`src/hw/rtl/id3_tag_field_extractor_defines.svh`:
```
// ----------------------------------------------------------------------------
// ID3 tag field extractor assertion macros
// Concurrent assertion helpers, clocked on clock and disabled in reset.
// ----------------------------------------------------------------------------
`ifndef ID3_TAG_FIELD_EXTRACTOR_DEFINES_SVH
`define ID3_TAG_FIELD_EXTRACTOR_DEFINES_SVH

// same-cycle implication
`define ID3_ASSERT_NOW(label, ante, cons, msg) \
   label: assert property (@(posedge clock) disable iff (reset) (ante) |-> (cons)) \
      else $error(msg);

// next-cycle implication
`define ID3_ASSERT_NEXT(label, ante, cons, msg) \
   label: assert property (@(posedge clock) disable iff (reset) (ante) |=> (cons)) \
      else $error(msg);

`endif

```
`src/hw/rtl/id3_pkg.sv`:
```
// ----------------------------------------------------------------------------
// ID3 tag field extractor package
// Sizes, character constants and result kind codes.
// ----------------------------------------------------------------------------
package id3_pkg;

   localparam int VALUE_DEPTH = 64;
   localparam int OUT_MAX     = 32;

   localparam int VAL_AW = $clog2(VALUE_DEPTH);
   localparam int IDX_W  = $clog2(OUT_MAX);
   localparam int CNT_W  = $clog2(OUT_MAX + 1);

   typedef logic [7:0]        byte_type;
   typedef logic [6:0]        kept_type;
   typedef logic [VAL_AW-1:0] addr_type;
   typedef logic [IDX_W-1:0]  idx_type;
   typedef logic [CNT_W-1:0]  cnt_type;
   typedef logic [1:0]        kind_type;

   localparam logic [7:0] HEADER_LEN = 8'd10;
   localparam logic [2:0] NAME_MAX   = 3'd5;

   localparam byte_type CH_PRINT_LO = 8'h20;
   localparam byte_type CH_PRINT_HI = 8'h7E;
   localparam byte_type CH_ZERO     = 8'h30;
   localparam byte_type CH_NINE     = 8'h39;
   localparam byte_type CH_OPEN     = 8'h28;
   localparam byte_type CH_CLOSE    = 8'h29;
   localparam byte_type CH_T        = 8'h54;
   localparam byte_type CH_P        = 8'h50;
   localparam byte_type CH_C        = 8'h43;
   localparam byte_type CH_O        = 8'h4F;
   localparam byte_type CH_1        = 8'h31;
   localparam byte_type CH_2        = 8'h32;

   localparam kind_type KIND_TITLE  = 2'd0;
   localparam kind_type KIND_ARTIST = 2'd1;
   localparam kind_type KIND_GENRE  = 2'd2;
   localparam kind_type KIND_CODE   = 2'd3;

   localparam logic [6:0] VALUE_LIMIT_RST = 7'd64;
   localparam logic [6:0] GENRE_CODE_MAX  = 7'd99;

endpackage

```
`src/hw/rtl/id3_tag_field_extractor.sv`:
```
// ----------------------------------------------------------------------------
// ID3 tag field extractor
// Parses ID3 header bytes and emits title, artist and genre characters or genre codes.
// ----------------------------------------------------------------------------
// Parsing takes one byte per cycle except while a run is read back. Kept value
// characters go into a 64 x 8 single-port-write value memory with a registered
// read port. When the last value byte of a title, artist or genre tag arrives,
// the input stalls while the run is read back with one memory read per result;
// output stalls hold the readout. A genre code result is decided from the
// first four kept characters held in registers and takes one slot. Stored
// entries are only read after the current tag wrote them, so the memory needs
// no clearing.
`include "id3_tag_field_extractor_defines.svh"

module id3_tag_field_extractor (
   input  logic                 clock,
   input  logic                 reset,
   input  logic                 csr_wr_en,
   input  logic [6:0]           csr_wr_data,
   input  logic                 req_valid,
   output logic                 req_stall,
   input  logic [7:0]           req_data_byte,
   input  logic                 req_last_byte,
   output logic                 rsp_valid,
   input  logic                 rsp_stall,
   output id3_pkg::kind_type    rsp_field_kind,
   output id3_pkg::byte_type    rsp_char_byte,
   output logic [6:0]           rsp_genre_code,
   output logic                 rsp_last_of_run
);
   import id3_pkg::*;

   typedef enum logic [2:0] {
      PH_HEADER,
      PH_NAME,
      PH_NAME_END,
      PH_SIZE_OR_ZERO,
      PH_SIZE,
      PH_VALUE
   } phase_type;

   phase_type  phase_ff, phase_in;
   logic [7:0] pcount_ff, pcount_in;
   byte_type   name_ff [3];
   byte_type   name_in [3];
   logic [2:0] nlen_ff, nlen_in;
   kept_type   kept_ff, kept_in;
   logic       skip_ff, skip_in;
   byte_type   head_ff [4];
   byte_type   head_in [4];
   logic [6:0] limit_ff, limit_in;

   logic       busy_ff, busy_in;
   idx_type    idx_ff, idx_in;
   cnt_type    n_ff, n_in;
   kind_type   kind_ff, kind_in;
   logic [6:0] code_ff, code_in;
   logic       cmode_ff, cmode_in;

   logic       s1_valid_ff, s1_valid_in;
   logic       s1_last_ff, s1_last_in;
   logic       s1_text_ff, s1_text_in;
   kind_type   s1_kind_ff, s1_kind_in;
   logic [6:0] s1_code_ff, s1_code_in;

   logic       rsp_valid_ff, rsp_valid_in;
   kind_type   rsp_kind_ff, rsp_kind_in;
   byte_type   rsp_char_ff, rsp_char_in;
   logic [6:0] rsp_code_ff, rsp_code_in;
   logic       rsp_last_ff, rsp_last_in;

   byte_type   value_mem [VALUE_DEPTH];
   byte_type   rd_data_ff;
   logic       mem_we;
   addr_type   mem_wa;
   logic       rd_en;

   logic       accept, keep, tag_done, name_ok, go, code_dd, code_d;
   logic       out_free, out_load, issue, issue_last;
   kept_type   kept_end;
   byte_type   head_end [4];
   kind_type   tag_kind;
   logic [7:0] pcount_inc;
   logic [7:0] n_full;

   function automatic logic is_digit(byte_type ch);
      return (ch >= CH_ZERO) && (ch <= CH_NINE);
   endfunction

   function automatic logic [3:0] digit_val(byte_type ch);
      byte_type d;
      d = ch - CH_ZERO;
      return d[3:0];
   endfunction

   assign accept     = req_valid && !req_stall;
   assign req_stall  = busy_ff;
   assign pcount_inc = pcount_ff + 8'd1;

   // value byte bookkeeping
   always_comb begin
      keep     = (phase_ff == PH_VALUE) && !skip_ff &&
                 (req_data_byte >= CH_PRINT_LO) && (req_data_byte <= CH_PRINT_HI);
      kept_end = keep ? kept_ff + 7'd1 : kept_ff;
      head_end = head_ff;
      if (keep && (kept_ff < 7'd4)) begin
         head_end[kept_ff[1:0]] = req_data_byte;
      end
      tag_done = accept && (phase_ff == PH_VALUE) && (pcount_ff <= 8'd1);
   end

   // parser
   always_comb begin
      phase_in  = phase_ff;
      pcount_in = pcount_ff;
      name_in   = name_ff;
      nlen_in   = nlen_ff;
      kept_in   = kept_ff;
      skip_in   = skip_ff;
      head_in   = head_ff;
      mem_we    = 1'b0;
      mem_wa    = addr_type'(kept_ff);
      limit_in  = csr_wr_en ? csr_wr_data : limit_ff;
      if (accept) begin
         case (phase_ff)
            PH_HEADER: begin
               pcount_in = pcount_inc;
               if (pcount_inc >= HEADER_LEN) begin
                  phase_in = PH_NAME;
                  name_in  = '{default: '0};
                  nlen_in  = '0;
                  kept_in  = '0;
                  skip_in  = 1'b0;
               end
            end
            PH_NAME: begin
               if (req_data_byte == 8'd0) begin
                  phase_in = PH_SIZE_OR_ZERO;
               end else begin
                  if (nlen_ff < 3'd3) begin
                     name_in[nlen_ff[1:0]] = req_data_byte;
                  end
                  nlen_in = nlen_ff + 3'd1;
                  if (nlen_ff + 3'd1 >= NAME_MAX) begin
                     phase_in = PH_NAME_END;
                  end
               end
            end
            PH_NAME_END: begin
               phase_in = PH_SIZE_OR_ZERO;
            end
            PH_SIZE_OR_ZERO, PH_SIZE: begin
               if ((phase_ff == PH_SIZE_OR_ZERO) && (req_data_byte == 8'd0)) begin
                  phase_in = PH_SIZE;
               end else begin
                  kept_in   = '0;
                  skip_in   = req_data_byte > {1'b0, limit_ff};
                  pcount_in = req_data_byte;
                  if (req_data_byte == 8'd0) begin
                     phase_in = PH_NAME;
                     name_in  = '{default: '0};
                     nlen_in  = '0;
                     skip_in  = 1'b0;
                  end else begin
                     phase_in = PH_VALUE;
                  end
               end
            end
            PH_VALUE: begin
               if (keep) begin
                  mem_we = 9'(kept_ff) < 9'(VALUE_DEPTH);
               end
               kept_in   = kept_end;
               head_in   = head_end;
               pcount_in = pcount_ff - 8'd1;
               if (pcount_ff <= 8'd1) begin
                  phase_in = PH_NAME;
                  name_in  = '{default: '0};
                  nlen_in  = '0;
                  kept_in  = '0;
                  skip_in  = 1'b0;
               end
            end
            default: begin
               phase_in  = PH_HEADER;
               pcount_in = '0;
            end
         endcase
         if (req_last_byte) begin
            phase_in  = PH_HEADER;
            pcount_in = '0;
            name_in   = '{default: '0};
            nlen_in   = '0;
            kept_in   = '0;
            skip_in   = 1'b0;
         end
      end
   end

   // end of tag decision
   always_comb begin
      name_ok  = 1'b1;
      tag_kind = KIND_TITLE;
      if ((name_ff[0] == CH_T) && (name_ff[1] == CH_T) && (name_ff[2] == CH_2)) begin
         tag_kind = KIND_TITLE;
      end else if ((name_ff[0] == CH_T) && (name_ff[1] == CH_P) && (name_ff[2] == CH_1)) begin
         tag_kind = KIND_ARTIST;
      end else if ((name_ff[0] == CH_T) && (name_ff[1] == CH_C) && (name_ff[2] == CH_O)) begin
         tag_kind = KIND_GENRE;
      end else begin
         name_ok = 1'b0;
      end
      go = tag_done && !skip_ff && name_ok && (nlen_ff == 3'd3) && (kept_end >= 7'd2);
      code_dd = (tag_kind == KIND_GENRE) && (head_end[0] == CH_OPEN) &&
                is_digit(head_end[1]) && (kept_end >= 7'd4) &&
                is_digit(head_end[2]) && (head_end[3] == CH_CLOSE);
      code_d  = (tag_kind == KIND_GENRE) && (head_end[0] == CH_OPEN) &&
                is_digit(head_end[1]) && (kept_end >= 7'd3) &&
                (head_end[2] == CH_CLOSE);
      n_full  = (8'(kept_end) < 8'(OUT_MAX)) ? 8'(kept_end) : 8'(OUT_MAX);
   end

   // run sequencer and output pipe
   always_comb begin
      out_free   = !rsp_valid_ff || !rsp_stall;
      out_load   = s1_valid_ff && out_free;
      issue      = busy_ff && (!s1_valid_ff || out_load);
      issue_last = (cnt_type'(idx_ff) + cnt_type'(1)) == n_ff;
      rd_en      = issue && !cmode_ff;

      busy_in  = busy_ff;
      idx_in   = idx_ff;
      n_in     = n_ff;
      kind_in  = kind_ff;
      code_in  = code_ff;
      cmode_in = cmode_ff;
      if (go) begin
         busy_in = 1'b1;
         idx_in  = '0;
         if (code_dd || code_d) begin
            cmode_in = 1'b1;
            n_in     = cnt_type'(1);
            kind_in  = KIND_CODE;
            code_in  = code_dd ? 7'(digit_val(head_end[1])) * 7'd10 +
                                 7'(digit_val(head_end[2]))
                               : 7'(digit_val(head_end[1]));
         end else begin
            cmode_in = 1'b0;
            n_in     = cnt_type'(n_full);
            kind_in  = tag_kind;
            code_in  = '0;
         end
      end else if (issue) begin
         idx_in = idx_ff + idx_type'(1);
         if (issue_last) begin
            busy_in = 1'b0;
         end
      end

      s1_valid_in = s1_valid_ff;
      s1_last_in  = s1_last_ff;
      s1_text_in  = s1_text_ff;
      s1_kind_in  = s1_kind_ff;
      s1_code_in  = s1_code_ff;
      if (issue) begin
         s1_valid_in = 1'b1;
         s1_last_in  = issue_last;
         s1_text_in  = !cmode_ff && (9'(idx_ff) < 9'(VALUE_DEPTH));
         s1_kind_in  = kind_ff;
         s1_code_in  = code_ff;
      end else if (out_load) begin
         s1_valid_in = 1'b0;
      end

      rsp_valid_in = rsp_valid_ff;
      rsp_kind_in  = rsp_kind_ff;
      rsp_char_in  = rsp_char_ff;
      rsp_code_in  = rsp_code_ff;
      rsp_last_in  = rsp_last_ff;
      if (out_load) begin
         rsp_valid_in = 1'b1;
         rsp_kind_in  = s1_kind_ff;
         rsp_char_in  = s1_text_ff ? rd_data_ff : 8'd0;
         rsp_code_in  = s1_code_ff;
         rsp_last_in  = s1_last_ff;
      end else if (!rsp_stall) begin
         rsp_valid_in = 1'b0;
      end
   end

   always_ff @(posedge clock) begin
      if (mem_we) begin
         value_mem[mem_wa] <= req_data_byte;
      end
      if (rd_en) begin
         rd_data_ff <= value_mem[addr_type'(idx_ff)];
      end
   end

   always_ff @(posedge clock) begin
      if (reset) begin
         phase_ff     <= PH_HEADER;
         pcount_ff    <= '0;
         name_ff      <= '{default: '0};
         nlen_ff      <= '0;
         kept_ff      <= '0;
         skip_ff      <= 1'b0;
         limit_ff     <= VALUE_LIMIT_RST;
         busy_ff      <= 1'b0;
         s1_valid_ff  <= 1'b0;
         rsp_valid_ff <= 1'b0;
      end else begin
         phase_ff     <= phase_in;
         pcount_ff    <= pcount_in;
         name_ff      <= name_in;
         nlen_ff      <= nlen_in;
         kept_ff      <= kept_in;
         skip_ff      <= skip_in;
         limit_ff     <= limit_in;
         busy_ff      <= busy_in;
         s1_valid_ff  <= s1_valid_in;
         rsp_valid_ff <= rsp_valid_in;
      end
      head_ff     <= head_in;
      idx_ff      <= idx_in;
      n_ff        <= n_in;
      kind_ff     <= kind_in;
      code_ff     <= code_in;
      cmode_ff    <= cmode_in;
      s1_last_ff  <= s1_last_in;
      s1_text_ff  <= s1_text_in;
      s1_kind_ff  <= s1_kind_in;
      s1_code_ff  <= s1_code_in;
      rsp_kind_ff <= rsp_kind_in;
      rsp_char_ff <= rsp_char_in;
      rsp_code_ff <= rsp_code_in;
      rsp_last_ff <= rsp_last_in;
   end

   assign rsp_valid       = rsp_valid_ff;
   assign rsp_field_kind  = rsp_kind_ff;
   assign rsp_char_byte   = rsp_char_ff;
   assign rsp_genre_code  = rsp_code_ff;
   assign rsp_last_of_run = rsp_last_ff;

   `ID3_ASSERT_NOW(a_code_item_shape, rsp_valid && (rsp_field_kind == KIND_CODE), rsp_last_of_run && (rsp_char_byte == 8'd0) && (rsp_genre_code <= GENRE_CODE_MAX), "genre code item malformed")
   `ID3_ASSERT_NOW(a_text_no_code, rsp_valid && (rsp_field_kind != KIND_CODE), rsp_genre_code == 7'd0, "text item carries a genre code")
   `ID3_ASSERT_NOW(a_idx_in_run, busy_ff, cnt_type'(idx_ff) < n_ff, "run index past run length")
   `ID3_ASSERT_NOW(a_no_write_in_run, mem_we, !busy_ff && !rd_en, "value memory written during run readout")
   `ID3_ASSERT_NEXT(a_last_issue_ends, issue && issue_last, !busy_ff, "run did not end after last read")

endmodule

```
`config.mk`:
```
export PLATFORM = sky130hd
export DESIGN_NAME = id3_tag_field_extractor
export DESIGN_NICKNAME = d
export VERILOG_FILES = /design/src/hw/rtl/id3_pkg.sv /design/src/hw/rtl/id3_tag_field_extractor.sv
export VERILOG_INCLUDE_DIRS = /design/src /design/src/hw/rtl
export SDC_FILE = /design/constraint.sdc
export NUM_CORES = 1
export LEC_CHECK = 0
export ABC_CLOCK_PERIOD_IN_PS = 4400
export BUFFER_PORTS_ARGS = -buffer_cell sky130_fd_sc_hd__buf_2
export CAP_MARGIN = 30
export CORE_MARGIN = 2
export CORE_UTILIZATION = 37
export CTS_CLUSTER_SIZE = 28
export DETAILED_ROUTE_END_ITERATION = 7
export GPL_TIMING_DRIVEN = 0
export PLACE_DENSITY = 0.49
export SYNTH_ARGS = -nofsm -noshare
export SYNTH_HDL_FRONTEND = slang
export SYNTH_SLANG_ARGS = --single-unit
```
`constraint.sdc`:
```
create_clock -name clock -period 4.4 [get_ports clock]
set_clock_uncertainty 0.1 [all_clocks]
set_input_delay 0.44 -clock clock [delete_from_list [all_inputs] [get_ports clock]]
set_output_delay 0.44 -clock clock [all_outputs]
set_load 0.01 [all_outputs]
```
==> impl_metrics.tcl, run 1 <==
set metrics [dict create \
    syn_nets 1160 \
    initialDrtViolationCount 793 \
    ys_types 69 \
    synth_edf_count 341 \
    diodes 0 \
    die_w_um 220 \
    synthesis.area_sq_um 17300 \
    setup_viol 0 \
    htree_levels 2 \
    startpoint_type "input port" \
    preCtsSetupSlack_ns -1.02 \
    cpMaxStageDelayCell "fa_1" \
    final_util_pct 42.8 \
    hold_viol 0 \
    finalCritPeriodShare_pct 92.0 \
    synth_commonest_cells "341 x edfxtp_1, 87 x nor2_1, 80 x mux4_2, 61 x dfxtp_1, 53 x nand2_1" \
    crit_required_ns 4.61 \
    die-area_sq_um 48500 \
    status "completed" \
    vias 9958 \
    io_pins 41 \
    numCtsBuffers 44 \
    nets 1265 \
    yosysSeqAreaShare_pct 66.3 \
    fin_ws_ns 0.351 \
    grt_max_degree 41 \
    fillers 4223 \
    gp_congestion 0.853 \
    crit_buf_inv 5 \
    cts_tree "built" \
    p_total_mw 7.72 \
    port_buffers 38 \
    die_h_um 220 \
    fp-row-count 79 \
    endpoint_kind "flip-flop" \
    cpLargestDelayFamily "buffers and inverters" \
    maxSlewHeadroom_pct 34.4 \
    cp.arrival_ns 4.26 \
    crit_chain "buf_4 -> buf_2 -> nor2_1 -> or4_1 -> buf_2 -> nor3_4 -> buf_12 -> mux2i_1 -> inv_1 -> ha_1 -> ha_1 -> fa_1 -> nand2_1 -> nor2_1 -> xnor2_1 -> xnor2_1 -> nor2_1" \
    min_path_type "in -> reg" \
    cap_violations 0 \
    criticalPathCategory "in -> reg" \
    power_density_nw_per_um2 389 \
    clock-sinks 402 \
    yosysMostFrequentCell "edfxtp_1" \
    drt-total-wl_mm 42.9 \
    ant_nets 0 \
    grt_overflow_total 0 \
    syn2layout_area_growth_pct 14.6 \
    fin_crit_ns 4.05 \
    wl_per_cell_um 23.1 \
    drcViolationCount 0 \
    peakVddDrop_v 0.000277 \
    core_sq_um 46400 \
    synth_ff_type "edfxtp_1" \
    syn_inst 1110 \
    syn_area_per_cell_sq_um 15.6 \
    rsz0062_at_grt "no" \
    synth_top_cells_by_area "edfxtp_1 59%, mux4_2 10%, dfxtp_1 7.1%, mux2_2 2.2%, ha_1 2.0%" \
    dpl.hpwl_mm 28.0 \
    cellLeakagePower_nw 6.28 \
    max_freq_mhz 247 \
    first_pass_iters 5 \
    gr-usage-all-layers_pct 18.1 \
    start_util_pct 37.3 \
    grt_pass1_vias 10043 \
    yosys.area.top_type "edfxtp_1" \
    ys_seq_elements 402 \
    avgViaCountPerCell 5.37 \
    drv_slew 0 \
    ys_warn_count 0 \
    cpPeakStageDelay_ns 0.52 \
    grt_pass1_wl_mm 63.9 \
    path_max_fanout 34 \
    clkTransAtPathRegs_ns 0.06 \
    clockBufferDepth 3 \
    cp_common_cell "nor2_1" \
    root_buffer "clkbuf_16" \
    tightest_slew_ns 0.974 \
    grt_antenna_before_repair 1 \
    async_flop_share_pct 0 \
    drive_gt1_share_pct 19.4 \
    yosysTopAreaCellShare_pct 59.2 \
    clk_latency_ns 0.56 \
]
## routing by layer
layer,vias up,track usage (%),share of wire [%]
li1,4578,-,-
met5,-,0,0
met4,0,4.68,1.8
met1,5101,25.1,46
met2,228,29.8,48
met3,51,2.98,4.2
## worst paths after layout
path | start | to | slack [ns] | cells after the start
setup / recovery | req_data_byte[6] | code_ff[6] | 0.35 | 17
hold / removal | rsp_stall | rsp_valid | 0.12 | 3
hold reg to reg | s1_code_ff[1] | rsp_genre_code[1] | 0.32 | 0
setup reg to reg | phase_ff[0] | code_ff[6] | 0.36 | 15
## sequential cells by signal, indices dropped and copies added (netlist names), 5 cells and up
| signal | cells |
|---|---|
| code_ff | 7 |
| kept_ff | 7 |
| s1_code_ff | 7 |
| rsp_genre_code | 7 |
| rsp_char_byte | 8 |
| pcount_ff | 8 |
| idx_ff | 5 |
| limit_ff | 7 |
| name_ff | 24 |
| n_ff | 6 |
| head_ff | 32 |
| rd_data_ff | 8 |
| value_mem | 256 |
## per-stage QoR
step	instance area [sq um]	hold WS, ns	setup TNS [ns]	cells
4_1_cts	19700	0.0852	0	1846
6_report	19800	0.120	0	1854
3_5_place_dp	18300	0.306	-64.50	1761
5_1_grt	19800	0.140	0	1854
3_3_place_gp	18200	0.302	-162.07	1755
2_1_floorplan	17300	0.300	0	1110
## where the power goes
part / internal (mW) / switching, mW
clock: 1.94 / 1.46
combinational: 0.0504 / 0.144
sequential: 4.12 / 0.00481
total: 6.11 / 1.61
## cells by family after synthesis
| family | after synthesis | share of synthesized area (%) |
|---|---|---|
| muxes | 129 | 13.5 |
| AOI/OAI and AO/OA | 140 | 5.79 |
| and+or+nand+nor | 293 | 8.84 |
| adders and majority gates | 29 | 2.18 |
| xor gates and xnor gates | 29 | 1.47 |
| DFF | 402 | 66.3 |
| buffers and inverters | 88 | 1.95 |
## worst register-to-register path: stages, from the launching register on
cell and delay [ns]:
dfxtp_1 0.48, nand3b_4 0.17, or4_1 0.48, buf_2 0.18, nor3_4 0.15, buf_12 0.15, mux2i_1 0.37, inv_1 0.17
ha_1 0.31, ha_1 0.21, fa_1 0.52, nand2_1 0.06, nor2_1 0.11, xnor2_1 0.14, xnor2_1 0.13, nor2_1 0.06
## what timing repair did
item	CTS	global route
setup endpoints to repair	2	1
setup buffers	0	5
gates resized for setup	2	0
endpoints found under the hold margin	7	0
hold buffers	7	0
pin swaps	0	1
## cell type report
| class | count | area, sq um | share of cell area [%] |
|---|---|---|---|
| Multi-Input combinational cell | 620 | 5510 | 27.8 |
| Timing Repair Buffer | 59 | 450 | 2.27 |
| Buffer | 57 | 221 | 1.12 |
| Inverter | 31 | 116 | 0.587 |
| Clock inverter | 19 | 126 | 0.637 |
| Clock buffer | 59 | 1180 | 5.94 |
| Tap cell | 607 | 759 | 3.83 |
| Sequential cell | 402 | 11500 | 57.8 |
## layout by cell type (no fill, tap or decap), drive strengths merged, types with 4 or more instances in the layout
cell,n
edfxtp,341
clkbuf,104
nor2,87
mux4,80
buf,63
dfxtp,61
nand2,53
mux2,34
a21oi,34
inv,33
a22o,31
nand3,30
o21ai,28
ha,27
nor3,20
xnor2,17
and2,16
mux2i,15
clkinv,15
xor2,12
nor4,10
and3,10
nand4,8
or3,8
nand2b,7
dlygate4sd3,7
nand4b,6
nor4b,6
nor3b,6
nor2b,5
o31ai,5
a22oi,5
or2,4
or4,4
nand3b,4
No activity file was read; power rests on OpenSTA's default activity.
==> inputs of run 2 (changes only) <==
--- a/config.mk
+++ b/config.mk
@@ -14,7 +14,7 @@
 export CTS_CLUSTER_SIZE = 28
 export DETAILED_ROUTE_END_ITERATION = 7
 export GPL_TIMING_DRIVEN = 0
-export PLACE_DENSITY = 0.49
+export PLACE_DENSITY = 0.62
 export SYNTH_ARGS = -nofsm -noshare
 export SYNTH_HDL_FRONTEND = slang
 export SYNTH_SLANG_ARGS = --single-unit
==> constraint.sdc (replaced) <==
create_clock -name clock -period 4.4 [get_ports clock]
set_clock_uncertainty 0.1 [all_clocks]
set_input_delay 0.66 -clock clock [delete_from_list [all_inputs] [get_ports clock]]
set_output_delay 0.66 -clock clock [all_outputs]
set_load 0.01 [all_outputs]
==> run 2 against run 1 <==
  * Cell count is 0.54% lower
  * Worst setup slack worse by 0.017 ns
  * Clock power is 16% higher
  * Register-to-register slack worse by 0.02 ns
  * Sequential share of layout area is 0.26 points lower
  * Non-clock buffer count is 14 lower
  * Die area stayed put
  * Global-route usage is 1.6 points lower
  * Critical path type unchanged
  * Highest routed layer unchanged
==> impl_metrics.tcl, run 2 (synthesized netlist as in run 1, its figures left out) <==
set metrics [dict create \
    fillers 4135 \
    core_sq_um 46400 \
    cts_hold_buf 0 \
    nets 1251 \
    reg.largest.list "value_mem (256), head_ff (32), name_ff (24)" \
    startpoint_type "input port" \
    endpoint_kind "flip-flop" \
    clock-sinks 402 \
    fin_crit_ns 4.07 \
    finalCritPeriodShare_pct 92.4 \
    die_h_um 220 \
    path_max_fanout 36 \
    cts_tree "built" \
    drive_gt1_share_pct 20.5 \
    switching_share_pct 20.4 \
    numCtsBuffers 44 \
    drcViolationCount 0 \
    placedInstanceArea_sq_um 18300 \
    clk_latency_ns 0.58 \
    grt_max_degree 41 \
    first_pass_iters 5 \
    wl_per_cell_um 21.2 \
    tightest_slew_ns 0.977 \
    cap_violations 0 \
    avgViaCountPerCell 5.37 \
    grt_overflow_total 0 \
    clockBufferDepth 3 \
    p_int_mw 6.56 \
    grt_pass1_wl_mm 59.9 \
    clkTransAtPathRegs_ns 0.06 \
    layout_commonest_cell "edfxtp_1" \
    criticalPathCategory "in -> reg" \
    port_buffers 38 \
    diodes 0 \
    drt-total-wl_mm 39.0 \
    syn2layout_area_growth_pct 15.2 \
    min_path_type "in -> reg" \
    vias 9896 \
    die-area_sq_um 48500 \
    max_freq_mhz 246 \
    pwr-share-clk_pct 47.8 \
    start_util_pct 37.3 \
    largest_register "value_mem" \
    htree_levels 2 \
    root_buffer "clkbuf_16" \
    dpl.hpwl_mm 25.7 \
    gp_congestion 0.886 \
    grt_pass1_vias 10017 \
    switching_power_mw 1.68 \
    seqPwrFrac_pct 50.0 \
    io_pins 41 \
    p_comb_share_pct 2.2 \
    hold_viol 0 \
    multiInputGateArea_sq_um 5510 \
    cellLeakagePower_nw 6.34 \
    maxSlewHeadroom_pct 34.7 \
    peakVddDrop_v 0.000301 \
    setup_viol 0 \
    ant_nets 0 \
    gr-usage-all-layers_pct 16.5 \
    fp-row-count 79 \
    initialDrtViolationCount 735 \
    crit_required_ns 4.62 \
    power_density_nw_per_um2 414 \
    cp.arrival_ns 4.28 \
    status "completed" \
    holdWs_ns 0.217 \
    drv_slew 0 \
    grt_antenna_before_repair 0 \
    layout_common_cells "341 x edfxtp_1, 86 x nor2_1, 80 x mux4_2" \
    largest_reg_flops 256 \
    regArea_sq_um 11500 \
    fin_area_sq_um 19900 \
    die_w_um 220 \
]
==> run 2: cell count changes in the layout (fill, tap and decap cells not counted), moves of 2 or more <==
cell | previous run | this run
clkbuf_1 | 59 | 48
buf_12 | 3 | 0
buf_8 | 5 | 3
clkinv_4 | 0 | 2
clkbuf_8 | 0 | 3
dlygate4sd3_1 | 7 | 0
buf_2 | 43 | 41
clkinv_1 | 12 | 9
clkinv_2 | 3 | 9
bufinv_16 | 1 | 8
clkbuf_4 | 0 | 2
==> run 2: per-layer routing <==
layer  vias up  global-route usage [%]  share of wire [%]  routed length (um)
met5         -                       0                  0                   0
met1      5041                    22.0                 44               17000
met3        59                    3.30                5.1                2010
met2       253                    27.1                 49               19000
li1       4543                       -                  -                   -
met4         0                    5.39                2.6                1030
==> run 2: power by group through the flow <==
stage | clock network [mW] | logic (mW) | registers (mW)
6_report | 3.94 | 0.180 | 4.12
5_1_grt | 4.15 | 0.203 | 4.12
4_1_cts | 4.02 | 0.182 | 4.12
3_5_place_dp | 0 | 0.181 | 4.20
3_3_place_gp | 0 | 0.175 | 4.20
2_1_floorplan | 0 | 0.0864 | 4.20
==> run 2: worst max-delay path, stage by stage <==
cell,delay [ns]
buf_2,0.60
nand4_1,0.19
nor2_1,0.53
nor3_4,0.09
buf_4,0.19
mux2i_1,0.31
inv_1,0.16
ha_1,0.31
ha_1,0.21
fa_1,0.52
nand2_1,0.06
nor2_1,0.11
xnor2_1,0.14
xnor2_1,0.13
nor2_1,0.06
==> run 2: cell type report <==
cell class | instances | area share [%]
plain buffers | 56 | 1.09
clock buffers | 51 | 5.92
clock inverters | 31 | 1.97
inverters | 31 | 0.584
multi-input cells | 620 | 27.7
flip-flops and latches | 402 | 57.5
well taps | 607 | 3.81
repair buffers | 46 | 1.41
==> run 2: worst paths after layout <==
path                            cells past startpoint  slack (ns)        startpoint           endpoint
worst min register to register                      0        0.31     s1_code_ff[1]  rsp_genre_code[1]
worst min-delay path                                3        0.22    csr_wr_data[0]        limit_ff[0]
worst max register to register                     15        0.34       phase_ff[0]         code_ff[6]
worst max-delay path                               15        0.33  req_data_byte[1]         code_ff[6]
==> run 2: metrics by stage <==
step / utilization, % / total power [mW] / TNS, ns / instances / worst slack [ns]
detailed placement: 39.4 / 4.38 / -87.11 / 1758 / -1.10
global placement: 39.4 / 4.38 / -165.65 / 1755 / -1.05
CTS: 42.9 / 8.33 / 0 / 1840 / 0.0158
floorplan: - / 4.29 / 0 / 1110 / 0.172
global route: 43.0 / 8.47 / -0.0258 / 1844 / -0.0258
finish: 43.0 / 8.25 / 0 / 1844 / 0.334
==> run 2: what timing repair did <==
| action | 4_1_cts | 5_1_grt |
|---|---|---|
| setup buffers | 0 | 3 |
| gates cloned | 0 | 0 |
| endpoints found under the setup margin | 2 | 1 |
| gates resized for setup | 2 | 2 |
| pin swaps | 1 | 1 |
==> inputs of run 3 (changes only) <==
--- a/config.mk
+++ b/config.mk
@@ -14,7 +14,7 @@
 export CTS_CLUSTER_SIZE = 28
 export DETAILED_ROUTE_END_ITERATION = 7
 export GPL_TIMING_DRIVEN = 0
-export PLACE_DENSITY = 0.62
+export PLACE_DENSITY = 0.5
 export SYNTH_ARGS = -nofsm -noshare
 export SYNTH_HDL_FRONTEND = slang
 export SYNTH_SLANG_ARGS = --single-unit
==> run 3 against run 2 <==
  * Sequential power is essentially flat
  * Clock-buffer cell count grew 6
  * Critical path depth grew 1
  * Critical endpoint unchanged
  * Sequential cell count is the same
  * Sequential share of layout area grew 0.49 points
  * Critical path type unchanged
==> impl_metrics.tcl, run 3 (synthesized netlist as in run 1, its figures left out) <==
set metrics [dict create \
    status "completed" \
    crit_path_start "req_data_byte[6]" \
    first_pass_iters 5 \
    cts_tree "built" \
    drcViolationCount 0 \
    largest_register "value_mem" \
    grt_max_degree 41 \
    preCtsSetupSlack_ns -1.25 \
    seqPwrFrac_pct 52.9 \
    grt_antenna_before_repair 0 \
    reg.largest.list "value_mem (256), head_ff (32), name_ff (24)" \
    r2r_start "phase_ff[0]" \
    io_pins 41 \
    grt_pass1_wl_mm 64.1 \
    peakVddDrop_v 0.000221 \
    root_buffer "clkbuf_16" \
    switching_power_mw 1.64 \
    cts_hold_buf 0 \
    htree_levels 2 \
    drv_slew 0 \
    crit_required_ns 4.61 \
    layout_commonest_cell "edfxtp_1" \
    tightest_slew_ns 1.07 \
    final_util_pct 42.6 \
    start_util_pct 37.3 \
    core_sq_um 46400 \
    die-area_sq_um 48500 \
    endpoint_kind "flip-flop" \
    max_freq_mhz 246 \
    layout_common_cells "341 x edfxtp_1, 86 x nor2_1, 80 x mux4_2" \
    clockBufferDepth 3 \
    fin_crit_ns 4.07 \
    cp.arrival_ns 4.28 \
    cellLeakagePower_nw 6.25 \
    wl_per_cell_um 23.1 \
    initialDrtViolationCount 754 \
    min_path_type "in -> reg" \
    die_w_um 220 \
    setup_viol 0 \
    syn2layout_area_growth_pct 14.2 \
    hp-start "csr_wr_data[6]" \
    r2r_setup_slack_ns 0.42 \
    gr-usage-all-layers_pct 18.1 \
    rsz0062_at_grt "no" \
    holdWs_ns 0.214 \
    power_density_nw_per_um2 395 \
    p_int_mw 6.15 \
    clock-sinks 402 \
    p_total_mw 7.80 \
    p_comb_share_pct 2.4 \
    clk_latency_ns 0.58 \
    grt_pass1_vias 10089 \
    clkTransAtPathRegs_ns 0.06 \
    drive_gt1_share_pct 19.9 \
    switching_share_pct 21.1 \
    avgViaCountPerCell 5.35 \
    die_h_um 220 \
    criticalPathCategory "in -> reg" \
    gp_congestion 0.850 \
    fin_ws_ns 0.334 \
    grt_overflow_total 0 \
    finalCritPeriodShare_pct 92.4 \
    drt-total-wl_mm 42.6 \
    fillers 4153 \
    hold_viol 0 \
    path_max_fanout 34 \
    vias 9867 \
    ant_nets 0 \
    cap_violations 0 \
    numCtsBuffers 44 \
    startpoint_type "input port" \
    dpl.hpwl_mm 28.1 \
    maxSlewHeadroom_pct 27.7 \
    nets 1253 \
    pwr-share-clk_pct 44.7 \
    largest_reg_flops 256 \
    fp-row-count 79 \
    port_buffers 38 \
]
run 3: changes by cell type in the layout (fill, tap and decap cells not counted), sizes merged:
cell    before  now
clkbuf      98  103
bufinv       8    2
clkinv      22   20
diode        0    1
inv         32   33
buf         55   58
run 3: final cells by class:
| class | count | area (sq um) | area share (%) |
|---|---|---|---|
| repair buffers | 47 | 314 | 1.59 |
| clock buffers | 57 | 1160 | 5.87 |
| diodes | 1 | 2.50 | 0.0127 |
| well taps | 607 | 759 | 3.85 |
| inverters | 31 | 116 | 0.589 |
| clock inverters | 24 | 195 | 0.988 |
| multi-input cells | 620 | 5520 | 28.0 |
| plain buffers | 57 | 221 | 1.12 |
| flip-flops and latches | 402 | 11500 | 58.0 |
run 3: worst paths after layout:
path,depth (start not counted),to
hold reg to reg,0,rsp_genre_code[5]
hold / removal,3,limit_ff[6]
setup / recovery,16,code_ff[6]
setup reg to reg,14,code_ff[6]
run 3: metal layers:
metal | vias up | wire, um | part of all wire, % | global-route usage, %
met5 | - | 0 | 0 | 0
li1 | 4549 | - | - | -
met3 | 57 | 1560 | 3.7 | 2.82
met1 | 5047 | 19200 | 45 | 24.4
met2 | 214 | 20900 | 49 | 30.0
met4 | 0 | 986 | 2.3 | 5.79
run 3: power groups by stage:
stage | logic, mW | registers (mW) | clock network, mW
after floorplan | 0.0864 | 4.20 | 0
final | 0.187 | 4.12 | 3.49
after detailed placement | 0.188 | 4.20 | 0
after CTS | 0.189 | 4.12 | 3.59
after global placement | 0.185 | 4.20 | 0
after global routing | 0.208 | 4.12 | 3.74
run 3: per-stage QoR:
| stage | setup TNS (ns) | area (sq um) | instances |
|---|---|---|---|
| CTS | 0 | 19700 | 1844 |
| global route | 0 | 19700 | 1845 |
| global placement | -228.84 | 18200 | 1755 |
| finish | 0 | 19800 | 1846 |
| detailed placement | -117.38 | 18400 | 1762 |
| floorplan | 0 | 17300 | 1110 |
run 3: critical path, cell delays in order:
cell and delay (ns):
buf_6 0.26, buf_2 0.33, nor2_1 0.10, or4_1 0.40, buf_2 0.18, nor3_4 0.27, buf_4 0.24, mux2_2 0.40
ha_1 0.21, ha_1 0.19, fa_1 0.51, nand2_1 0.06, nor2_1 0.12, xnor2_1 0.14, xnor2_1 0.13, nor2_1 0.06
run 3: timing repair:
action	in CTS	in global routing
setup buffers	1	0
setup endpoints to repair	3	1
pin swaps	1	0
cloned	0	0
endpoints found under the hold margin	0	0
resized for setup	3	3
